**config.mk**
```make
export PLATFORM = sky130hd
export DESIGN_NAME = tiff_directory_builder_unit
export DESIGN_NICKNAME = d
export VERILOG_FILES = /design/src/rtl/core/tdb_pkg.sv /design/src/rtl/core/tiff_directory_builder_unit.sv /design/src/rtl/core/tdb_ctrl.sv /design/src/rtl/core/tdb_datapath.sv
export SDC_FILE = /design/constraint.sdc
export NUM_CORES = 2
export LEC_CHECK = 0
export BUFFER_PORTS_ARGS = -buffer_cell sky130_fd_sc_hd__buf_2
export CAP_MARGIN = 40
export CORE_ASPECT_RATIO = 0.7
export CORE_MARGIN = 2
export CORE_UTILIZATION = 37
export CTS_BUF_LIST = sky130_fd_sc_hd__clkbuf_16
export CTS_CLUSTER_SIZE = 28
export DETAILED_ROUTE_END_ITERATION = 6
export SYNTH_ARGS = -nofsm -noshare
export SYNTH_HDL_FRONTEND = slang
export SYNTH_HIERARCHICAL = 1
export SYNTH_SLANG_ARGS = --single-unit
```
**constraint.sdc**
```tcl
create_clock -name clock -period 14.3 [get_ports clock]
set_input_delay 2.145 -clock clock [delete_from_list [all_inputs] [get_ports clock]]
set_output_delay 2.145 -clock clock [all_outputs]
set_load 0.01 [all_outputs]
```
**src/rtl/core/tdb_pkg.sv**
```systemverilog
// Shared types and constants for the TIFF directory builder.
// Used by the controller, the datapath, the top level and the checker.
`default_nettype none

package tdb_pkg;

   // Result kinds
   localparam logic [1:0] KIND_HEADER  = 2'd0;
   localparam logic [1:0] KIND_ENTRY   = 2'd1;
   localparam logic [1:0] KIND_TRAILER = 2'd2;
   localparam logic [1:0] KIND_FULL    = 2'd3;

   // Input commands
   localparam logic CMD_ADD  = 1'b0;
   localparam logic CMD_EMIT = 1'b1;

   localparam logic [31:0] ENTRY_BYTES = 32'd12;
   localparam logic [31:0] COUNT_BYTES = 32'd2;
   localparam logic [31:0] LINK_BYTES  = 32'd4;

   typedef struct packed {
      logic        cmd;
      logic [15:0] tag_id;
      logic [3:0]  tag_type;
      logic [27:0] value_count;
      logic [31:0] inline_value;
   } req_type;

   typedef struct packed {
      logic [1:0]  result_kind;
      logic [5:0]  entry_total;
      logic [15:0] out_tag_id;
      logic [3:0]  out_tag_type;
      logic [27:0] out_count;
      logic [31:0] value_field;
      logic [31:0] directory_size;
      logic        last;
   } rsp_type;

   // Controller to datapath
   typedef struct packed {
      logic latch;
      logic add;
      logic header;
      logic scan;
      logic pick;
   } ctrl_cmd_type;

   // Datapath to controller
   typedef struct packed {
      logic req_is_emit;
      logic scan_last;
      logic best_found;
   } dp_status_type;

   // Stored size: count times type size, rounded up to even, modulo 2^32
   function automatic logic [31:0] stored_size(input logic [27:0] count,
                                               input logic [3:0] ftype);
      logic [31:0] prod;
      begin
         case (ftype)
            4'd1, 4'd2, 4'd6, 4'd7: prod = {4'b0, count};
            4'd3, 4'd8:             prod = {3'b0, count, 1'b0};
            4'd4, 4'd9, 4'd11:      prod = {2'b0, count, 2'b0};
            4'd5, 4'd10, 4'd12:     prod = {1'b0, count, 3'b0};
            default:                prod = 32'd0;
         endcase
         stored_size = (prod + 32'd1) & ~32'd1;
      end
   endfunction

endpackage

`default_nettype wire

```
**src/rtl/core/tiff_directory_builder_unit.sv**
```systemverilog
// Top level of the TIFF directory builder: controller plus datapath.
// Depends on tdb_pkg, tdb_ctrl and tdb_datapath.
// Add: accept, then match and write; a table-full result follows if the table
// is full and the id is new. Emit: header, then per entry a scan of every
// table slot and a pick, then a last scan that finds none and the trailer.
// Results are strobed for one cycle and cannot be stalled.
// Synchronous active-high reset empties the table and sets the offset to 8.
`default_nettype none

module tiff_directory_builder_unit #(
   parameter int MAX_TAGS = 32
) (
   input  wire logic             clock,
   input  wire logic             reset,
   input  wire logic             start,
   output logic                  busy,
   input  wire tdb_pkg::req_type req_data,
   output logic                  rsp_valid,
   output tdb_pkg::rsp_type      rsp_data,
   input  wire logic             csr_valid,
   output logic                  csr_ready,
   input  wire logic [31:0]      csr_data
);

   tdb_pkg::ctrl_cmd_type  cmd;
   tdb_pkg::dp_status_type status;

   tdb_ctrl u_ctrl (
      .clock  (clock),
      .reset  (reset),
      .start  (start),
      .status (status),
      .cmd    (cmd),
      .busy   (busy)
   );

   tdb_datapath #(.MAX_TAGS(MAX_TAGS)) u_dp (
      .clock     (clock),
      .reset     (reset),
      .req_data  (req_data),
      .cmd       (cmd),
      .csr_valid (csr_valid),
      .csr_data  (csr_data),
      .status    (status),
      .rsp_valid (rsp_valid),
      .rsp_data  (rsp_data)
   );

   // Register write is always taken
   assign csr_ready = 1'b1;

endmodule

`default_nettype wire

```
**src/rtl/core/tdb_ctrl.sv**
```systemverilog
// Controller state machine of the TIFF directory builder.
// Depends on tdb_pkg for the command and status structs.
`default_nettype none

module tdb_ctrl (
   input  wire logic                   clock,
   input  wire logic                   reset,
   input  wire logic                   start,
   input  wire tdb_pkg::dp_status_type status,
   output tdb_pkg::ctrl_cmd_type       cmd,
   output logic                        busy
);

   typedef enum logic [2:0] {
      S_IDLE,
      S_ADD,
      S_HDR,
      S_SCAN,
      S_PICK
   } state_type;

   state_type state_ff, state_in;

   // Next state
   always_comb begin
      state_in = state_ff;
      case (state_ff)
         S_IDLE: begin
            if (start) begin
               state_in = status.req_is_emit ? S_HDR : S_ADD;
            end
         end
         S_ADD:  state_in = S_IDLE;
         S_HDR:  state_in = S_SCAN;
         S_SCAN: begin
            if (status.scan_last) begin
               state_in = S_PICK;
            end
         end
         S_PICK: state_in = status.best_found ? S_SCAN : S_IDLE;
         default: state_in = S_IDLE;
      endcase
   end

   always_ff @(posedge clock) begin
      if (reset) begin
         state_ff <= S_IDLE;
      end else begin
         state_ff <= state_in;
      end
   end

   // Command decode
   always_comb begin
      cmd        = '0;
      cmd.latch  = (state_ff == S_IDLE) && start;
      cmd.add    = (state_ff == S_ADD);
      cmd.header = (state_ff == S_HDR);
      cmd.scan   = (state_ff == S_SCAN);
      cmd.pick   = (state_ff == S_PICK);
   end

   assign busy = (state_ff != S_IDLE);

endmodule

`default_nettype wire

```
**src/rtl/core/tdb_datapath.sv**
```systemverilog
// Datapath of the TIFF directory builder: tag table, id match, sorted scan,
// offset arithmetic and the result register. Depends on tdb_pkg.
`default_nettype none

module tdb_datapath #(
   parameter int MAX_TAGS = 32
) (
   input  wire logic                  clock,
   input  wire logic                  reset,
   input  wire tdb_pkg::req_type      req_data,
   input  wire tdb_pkg::ctrl_cmd_type cmd,
   input  wire logic                  csr_valid,
   input  wire logic [31:0]           csr_data,
   output tdb_pkg::dp_status_type     status,
   output logic                       rsp_valid,
   output tdb_pkg::rsp_type           rsp_data
);

   localparam int IDX_W = (MAX_TAGS > 1) ? $clog2(MAX_TAGS) : 1;
   localparam logic [IDX_W-1:0] LAST_IDX = IDX_W'(MAX_TAGS - 1);
   localparam logic [5:0] MAX_CNT = 6'(MAX_TAGS);

   // Tag table
   logic [MAX_TAGS-1:0] valid_ff;
   logic [15:0]         id_ff     [MAX_TAGS];
   logic [3:0]          type_ff   [MAX_TAGS];
   logic [27:0]         count_ff  [MAX_TAGS];
   logic [31:0]         inline_ff [MAX_TAGS];
   logic [5:0]          stored_ff;

   tdb_pkg::req_type req_ff;
   logic [31:0]      start_off_ff;

   // Scan state
   logic [IDX_W-1:0] idx_ff;
   logic [IDX_W-1:0] best_ff;
   logic             best_valid_ff;
   logic [15:0]      prev_ff;
   logic             prev_valid_ff;
   logic [31:0]      offset_ff;
   logic [31:0]      data_total_ff;

   tdb_pkg::rsp_type rsp_ff;
   tdb_pkg::rsp_type rsp_in;
   logic             rsp_valid_ff;

   // Parallel id match
   logic             match;
   logic [IDX_W-1:0] match_idx;
   logic             full;
   logic [IDX_W-1:0] wr_idx;

   always_comb begin
      match     = 1'b0;
      match_idx = '0;
      for (int i = 0; i < MAX_TAGS; i++) begin
         if (!match && valid_ff[i] && id_ff[i] == req_ff.tag_id) begin
            match     = 1'b1;
            match_idx = IDX_W'(i);
         end
      end
   end

   assign full   = (stored_ff >= MAX_CNT);
   assign wr_idx = match ? match_idx : stored_ff[IDX_W-1:0];

   // Header bytes: count, entries, next-directory link
   logic [31:0] hdr_bytes;
   assign hdr_bytes = tdb_pkg::COUNT_BYTES + ({26'b0, stored_ff} << 3)
                      + ({26'b0, stored_ff} << 2) + tdb_pkg::LINK_BYTES;

   // Scan candidate
   logic        cand;
   assign cand = valid_ff[idx_ff]
                 && (!prev_valid_ff || id_ff[idx_ff] > prev_ff)
                 && (!best_valid_ff || id_ff[idx_ff] < id_ff[best_ff]);

   // Selected entry
   logic [31:0] sz;
   logic [31:0] val;
   assign sz = tdb_pkg::stored_size(count_ff[best_ff], type_ff[best_ff]);

   always_comb begin
      if (sz > 32'd4) begin
         val = offset_ff;
      end else if (sz == 32'd4) begin
         val = inline_ff[best_ff];
      end else if (sz == 32'd2) begin
         val = {16'b0, inline_ff[best_ff][15:0]};
      end else begin
         val = 32'd0;
      end
   end

   // Table storage, no reset on payload
   always_ff @(posedge clock) begin
      if (cmd.latch) begin
         req_ff <= req_data;
      end
      if (cmd.add && (match || !full)) begin
         id_ff[wr_idx]     <= req_ff.tag_id;
         type_ff[wr_idx]   <= req_ff.tag_type;
         count_ff[wr_idx]  <= req_ff.value_count;
         inline_ff[wr_idx] <= req_ff.inline_value;
      end
   end

   // Control state: valid bits, tag count, config register
   always_ff @(posedge clock) begin
      if (reset) begin
         valid_ff     <= '0;
         stored_ff    <= '0;
         start_off_ff <= 32'd8;
      end else begin
         if (csr_valid) begin
            start_off_ff <= csr_data;
         end
         if (cmd.add && !match && !full) begin
            valid_ff[wr_idx] <= 1'b1;
            stored_ff        <= stored_ff + 6'd1;
         end
      end
   end

   // Sorted scan, one slot a cycle
   always_ff @(posedge clock) begin
      if (reset) begin
         idx_ff        <= '0;
         best_valid_ff <= 1'b0;
         prev_valid_ff <= 1'b0;
      end else begin
         if (cmd.header) begin
            idx_ff        <= '0;
            best_valid_ff <= 1'b0;
            prev_valid_ff <= 1'b0;
         end else if (cmd.scan) begin
            idx_ff <= (idx_ff == LAST_IDX) ? '0 : idx_ff + IDX_W'(1);
            if (cand) begin
               best_valid_ff <= 1'b1;
            end
         end else if (cmd.pick) begin
            idx_ff        <= '0;
            best_valid_ff <= 1'b0;
            if (best_valid_ff) begin
               prev_valid_ff <= 1'b1;
            end
         end
      end
   end

   always_ff @(posedge clock) begin
      if (cmd.scan && cand) begin
         best_ff <= idx_ff;
      end
      if (cmd.header) begin
         offset_ff     <= start_off_ff + hdr_bytes;
         data_total_ff <= 32'd0;
      end else if (cmd.pick && best_valid_ff) begin
         prev_ff <= id_ff[best_ff];
         if (sz > 32'd4) begin
            offset_ff     <= offset_ff + sz;
            data_total_ff <= data_total_ff + sz;
         end
      end
   end

   // Next result contents
   always_comb begin
      rsp_in             = '0;
      rsp_in.entry_total = stored_ff;
      if (cmd.add) begin
         rsp_in.result_kind = tdb_pkg::KIND_FULL;
      end else if (cmd.header) begin
         rsp_in.result_kind = tdb_pkg::KIND_HEADER;
      end else if (cmd.pick && best_valid_ff) begin
         rsp_in.result_kind  = tdb_pkg::KIND_ENTRY;
         rsp_in.out_tag_id   = id_ff[best_ff];
         rsp_in.out_tag_type = type_ff[best_ff];
         rsp_in.out_count    = count_ff[best_ff];
         rsp_in.value_field  = val;
      end else begin
         rsp_in.result_kind    = tdb_pkg::KIND_TRAILER;
         rsp_in.directory_size = (data_total_ff + hdr_bytes + 32'd3) & ~32'd3;
         rsp_in.last           = 1'b1;
      end
   end

   // Result register
   always_ff @(posedge clock) begin
      if (reset) begin
         rsp_valid_ff <= 1'b0;
      end else begin
         rsp_valid_ff <= (cmd.add && !match && full) || cmd.header || cmd.pick;
      end
   end

   always_ff @(posedge clock) begin
      rsp_ff <= rsp_in;
   end

   assign status.req_is_emit = (req_data.cmd == tdb_pkg::CMD_EMIT);
   assign status.scan_last   = (idx_ff == LAST_IDX);
   assign status.best_found  = best_valid_ff;
   assign rsp_valid          = rsp_valid_ff;
   assign rsp_data           = rsp_ff;

endmodule

`default_nettype wire

```
==> impl_metrics.json <==
{
  "min_from": "u_dp/data_total_ff[1]",
  "reg2reg_slack_ps": 4820,
  "antenna_found_initial": 27,
  "via_per_inst": 5.92,
  "dp.cells": 11934,
  "area_growth_pct": 14.1,
  "clockBufferDepth": 4,
  "dieArea_um2": 352000,
  "fin_cells": 12505,
  "hold_viol": 0,
  "vias": 74017,
  "path_clk_slew_ps": 60,
  "core-area_um2": 345000,
  "synth.most_common_cell": "edfxtp_1",
  "cts_buffers": 306,
  "synth_largest_area_cell": "edfxtp_1",
  "synth_edf_count": 2693,
  "synthArstFlopShare_pct": 0,
  "synth_commonest_cells": "2,693 x edfxtp_1, 799 x mux4_2, 433 x xnor2_1, 307 x nor2_1, 301 x mux2i_1",
  "synthFlopType": "edfxtp_1",
  "wl_mm": 414,
  "cts_max_level": 5,
  "drive_gt1_share_pct": 24.7,
  "cp_num_buf_inv": 2,
  "drt_iter0_drc": 10960,
  "cts_tree": "done",
  "path_class": "flop to flop",
  "fin_crit_sh_pct": 66.3,
  "path_max_fanout": 88,
  "synth_area_um2": 128000,
  "die_w_um": 708,
  "comb_power_share_pct": 3.8,
  "end_kind": "flop",
  "crit_top_cell": "a21oi_1",
  "timing.critical_path.required_ps": 15070,
  "p_per_area_nw_per_um2": 124,
  "worst_slew_pin_slew_ps": 1020,
  "holdBufCountCts": 0,
  "place_congestion": 0.946,
  "crit_slowest_cell": "dfxtp_4",
  "fin_util_pct": 42.5,
  "n_fill_cell": 30066,
  "start_kind": "flop",
  "fmax_mhz": 105,
  "overflow": 0,
  "rows": 180,
  "ir_drop_mv": 0.0876,
  "rsz0062_at_grt": "false",
  "cts_resized": 0,
  "synth_seq_area_share_pct": 66.7,
  "num-nets-final": 7949,
  "syn_inst": 7305,
  "grt_pass1_vias": 71634,
  "start_util_pct": 37.3,
  "yosysWarnings": 6,
  "p_int_uw": 14200,
  "synth_area_leaders": "edfxtp_1 63%, mux4_2 14%, dfxtp_1 3.8%",
  "seq_power_share_pct": 52.7,
  "netlist.area_leader.share_pct": 62.9,
  "clk_latency_ps": 930,
  "firstDrtPassIters": 6,
  "reg2reg_to": "u_dp/data_total_ff[31]",
  "cpPeakStageDelay_ps": 750,
  "period_minus_slack_ps": 9480,
  "whs_path_depth": 2,
  "hold_path_class": "flop to flop",
  "p_leak_uw": 0.0481,
  "setup_viol": 0,
  "grt_pass1_wl_mm": 574,
  "drtAntennaViolNets": 0,
  "totalPowerFinal_uw": 18200,
  "p_sw_share_pct": 22.1,
  "track_usage_pct": 23.0,
  "drc": 0,
  "run_status": "complete, no violations",
  "worstPathArrival_ps": 10260,
  "cts.sinks": 2934,
  "holdPathEnd": "u_dp/data_total_ff[1]",
  "cts.repair_timing.setup_buffer_count": 0,
  "pwr-share-clk_pct": 43.5,
  "syn_area_per_cell_um2": 17.6,
  "boundaryPins": 241,
  "r2r_cells": 28,
  "p_sw_uw": 4010,
  "wl_per_cell_um": 33.1,
  "maxCapViolations": 0,
  "grt_max_degree": 123,
  "synth_seq_cells": 2934,
  "finClkSkew_ps": 83.7,
  "yosysUniqueCellTypes": 112,
  "slew_headroom_pct": 31.8,
  "slew_viol_final": 0,
  "cpLargestDelayFamily": "compound AO/OA/AOI/OAI gates",
  "hpwl_mm": 266,
  "tns_ps": 0,
  "io_buffers": 237,
  "dieHeight_um": 497,
  "cts_root_buffer": "clkbuf_16"
}
final cells by class:
type / instances / area [um^2] / share of cell area [%]
sequential: 2934 / 85700 / 58.5
multi-input combinational: 3855 / 40500 / 27.6
clock buffer: 317 / 7930 / 5.41
tap: 4550 / 5690 / 3.88
timing repair buffer: 518 / 4570 / 3.12
clock inverter: 235 / 1830 / 1.25
inverter: 85 / 319 / 0.218
antenna: 11 / 27.5 / 0.0188
how the worst max path moves through the flow:
stage                          from                     end  cells after the start
global route                   flop      u_dp/offset_ff[31]                     27
finish                         flop  u_dp/data_total_ff[31]                     28
floorplan           u_dp/req_ff[66]     u_dp/count_ff[1][0]                     15
detailed placement             flop      u_dp/offset_ff[31]                     27
global placement               flop  u_dp/data_total_ff[31]                     28
CTS                            flop  u_dp/data_total_ff[31]                     28
worst register-to-register path: cells and delay by family (launching register included):
family	cells	cell delay [ps]
flops	1	750
buf+inv	2	1180
fa+ha+maj	1	340
mux	2	970
compound gates	14	3960
xor+xnor	1	440
simple gates	8	1720
stage by stage:
stage	hold WS (ps)	area, um^2	setup slack, ps
global placement	452	135000	5000
finish	476	147000	4820
floorplan	383	128000	6020
detailed placement	456	137000	4930
global route	490	147000	4120
CTS	474	146000	4850
kinds of logic after synthesis:
kind of cell / count (synthesis) / share of synthesized area (%)
adder cells (fa/ha/maj): 132 / 1.31
flip-flops: 2934 / 66.7
buffers and inverters: 517 / 2.03
XOR/XNOR: 641 / 4.37
multiplexers: 1179 / 17.1
AND/OR/NAND/NOR: 1207 / 4.84
other: 2 / 0.00585
AO/OA/AOI/OAI: 693 / 3.66
routing by layer:
metal	GRT usage [%]	up-vias	wire, um
met5	0	-	18
met1	33.3	39258	173000
met2	34.8	3969	187000
met4	6.75	4	13600
met3	4.93	585	41100
li1	-	30201	-
registers in the layout (all words and copies together) (netlist names), named ones only:
name,count
u_dp/count_ff,896
u_dp/rsp_valid,1
u_dp/best_valid_ff,1
u_dp/type_ff,128
u_dp/best_ff,5
u_dp/req_ff,80
u_dp/id_ff,512
u_dp/data_total_ff,31
u_dp/rsp_data,119
u_dp/stored_ff,6
u_dp/idx_ff,5
u_dp/prev_valid_ff,1
u_dp/offset_ff,32
u_dp/start_off_ff,32
u_dp/inline_ff,1024
u_dp/prev_ff,16
u_dp/valid_ff,32
u_ctrl/state_ff,3
layout by cell type, fill, tap and decap left out, drive strengths merged, types with 12 or more instances in the layout:
master / netlist / final
inv: 85 / 157
o21ai: 119 / 119
a21oi: 202 / 202
clkbuf: 210 / 320
bufinv: 0 / 22
xor2: 208 / 208
mux2: 74 / 74
nand3: 175 / 175
o21a: 18 / 18
o211ai: 12 / 12
a32o: 18 / 18
clkinv: 0 / 130
mux2i: 303 / 303
o22ai: 12 / 12
a22o: 27 / 27
edfxtp: 2693 / 2693
a21o: 22 / 22
and2: 25 / 25
ha: 127 / 127
nor3b: 13 / 13
or2: 20 / 20
dfxtp: 241 / 241
nor2: 312 / 312
nand2b: 27 / 27
nor4: 64 / 64
xnor2: 433 / 433
nand2: 212 / 212
nand4: 110 / 110
or3: 35 / 35
a211oi: 23 / 23
buf: 222 / 514
mux4: 802 / 802
nor2b: 51 / 51
a31oi: 21 / 21
a221oi: 24 / 24
o21bai: 12 / 12
nand3b: 19 / 19
nor3: 81 / 81
a22oi: 99 / 99
and3: 35 / 35
power groups by stage:
stage / registers [uW] / clock network [uW] / logic, uW
global placement: 9780 / 0 / 617
global route: 9580 / 8360 / 742
finish: 9570 / 7900 / 699
detailed placement: 9770 / 0 / 672
CTS: 9580 / 8030 / 675
floorplan: 9750 / 0 / 372
Note: power is estimated with default switching activity, not from simulation.
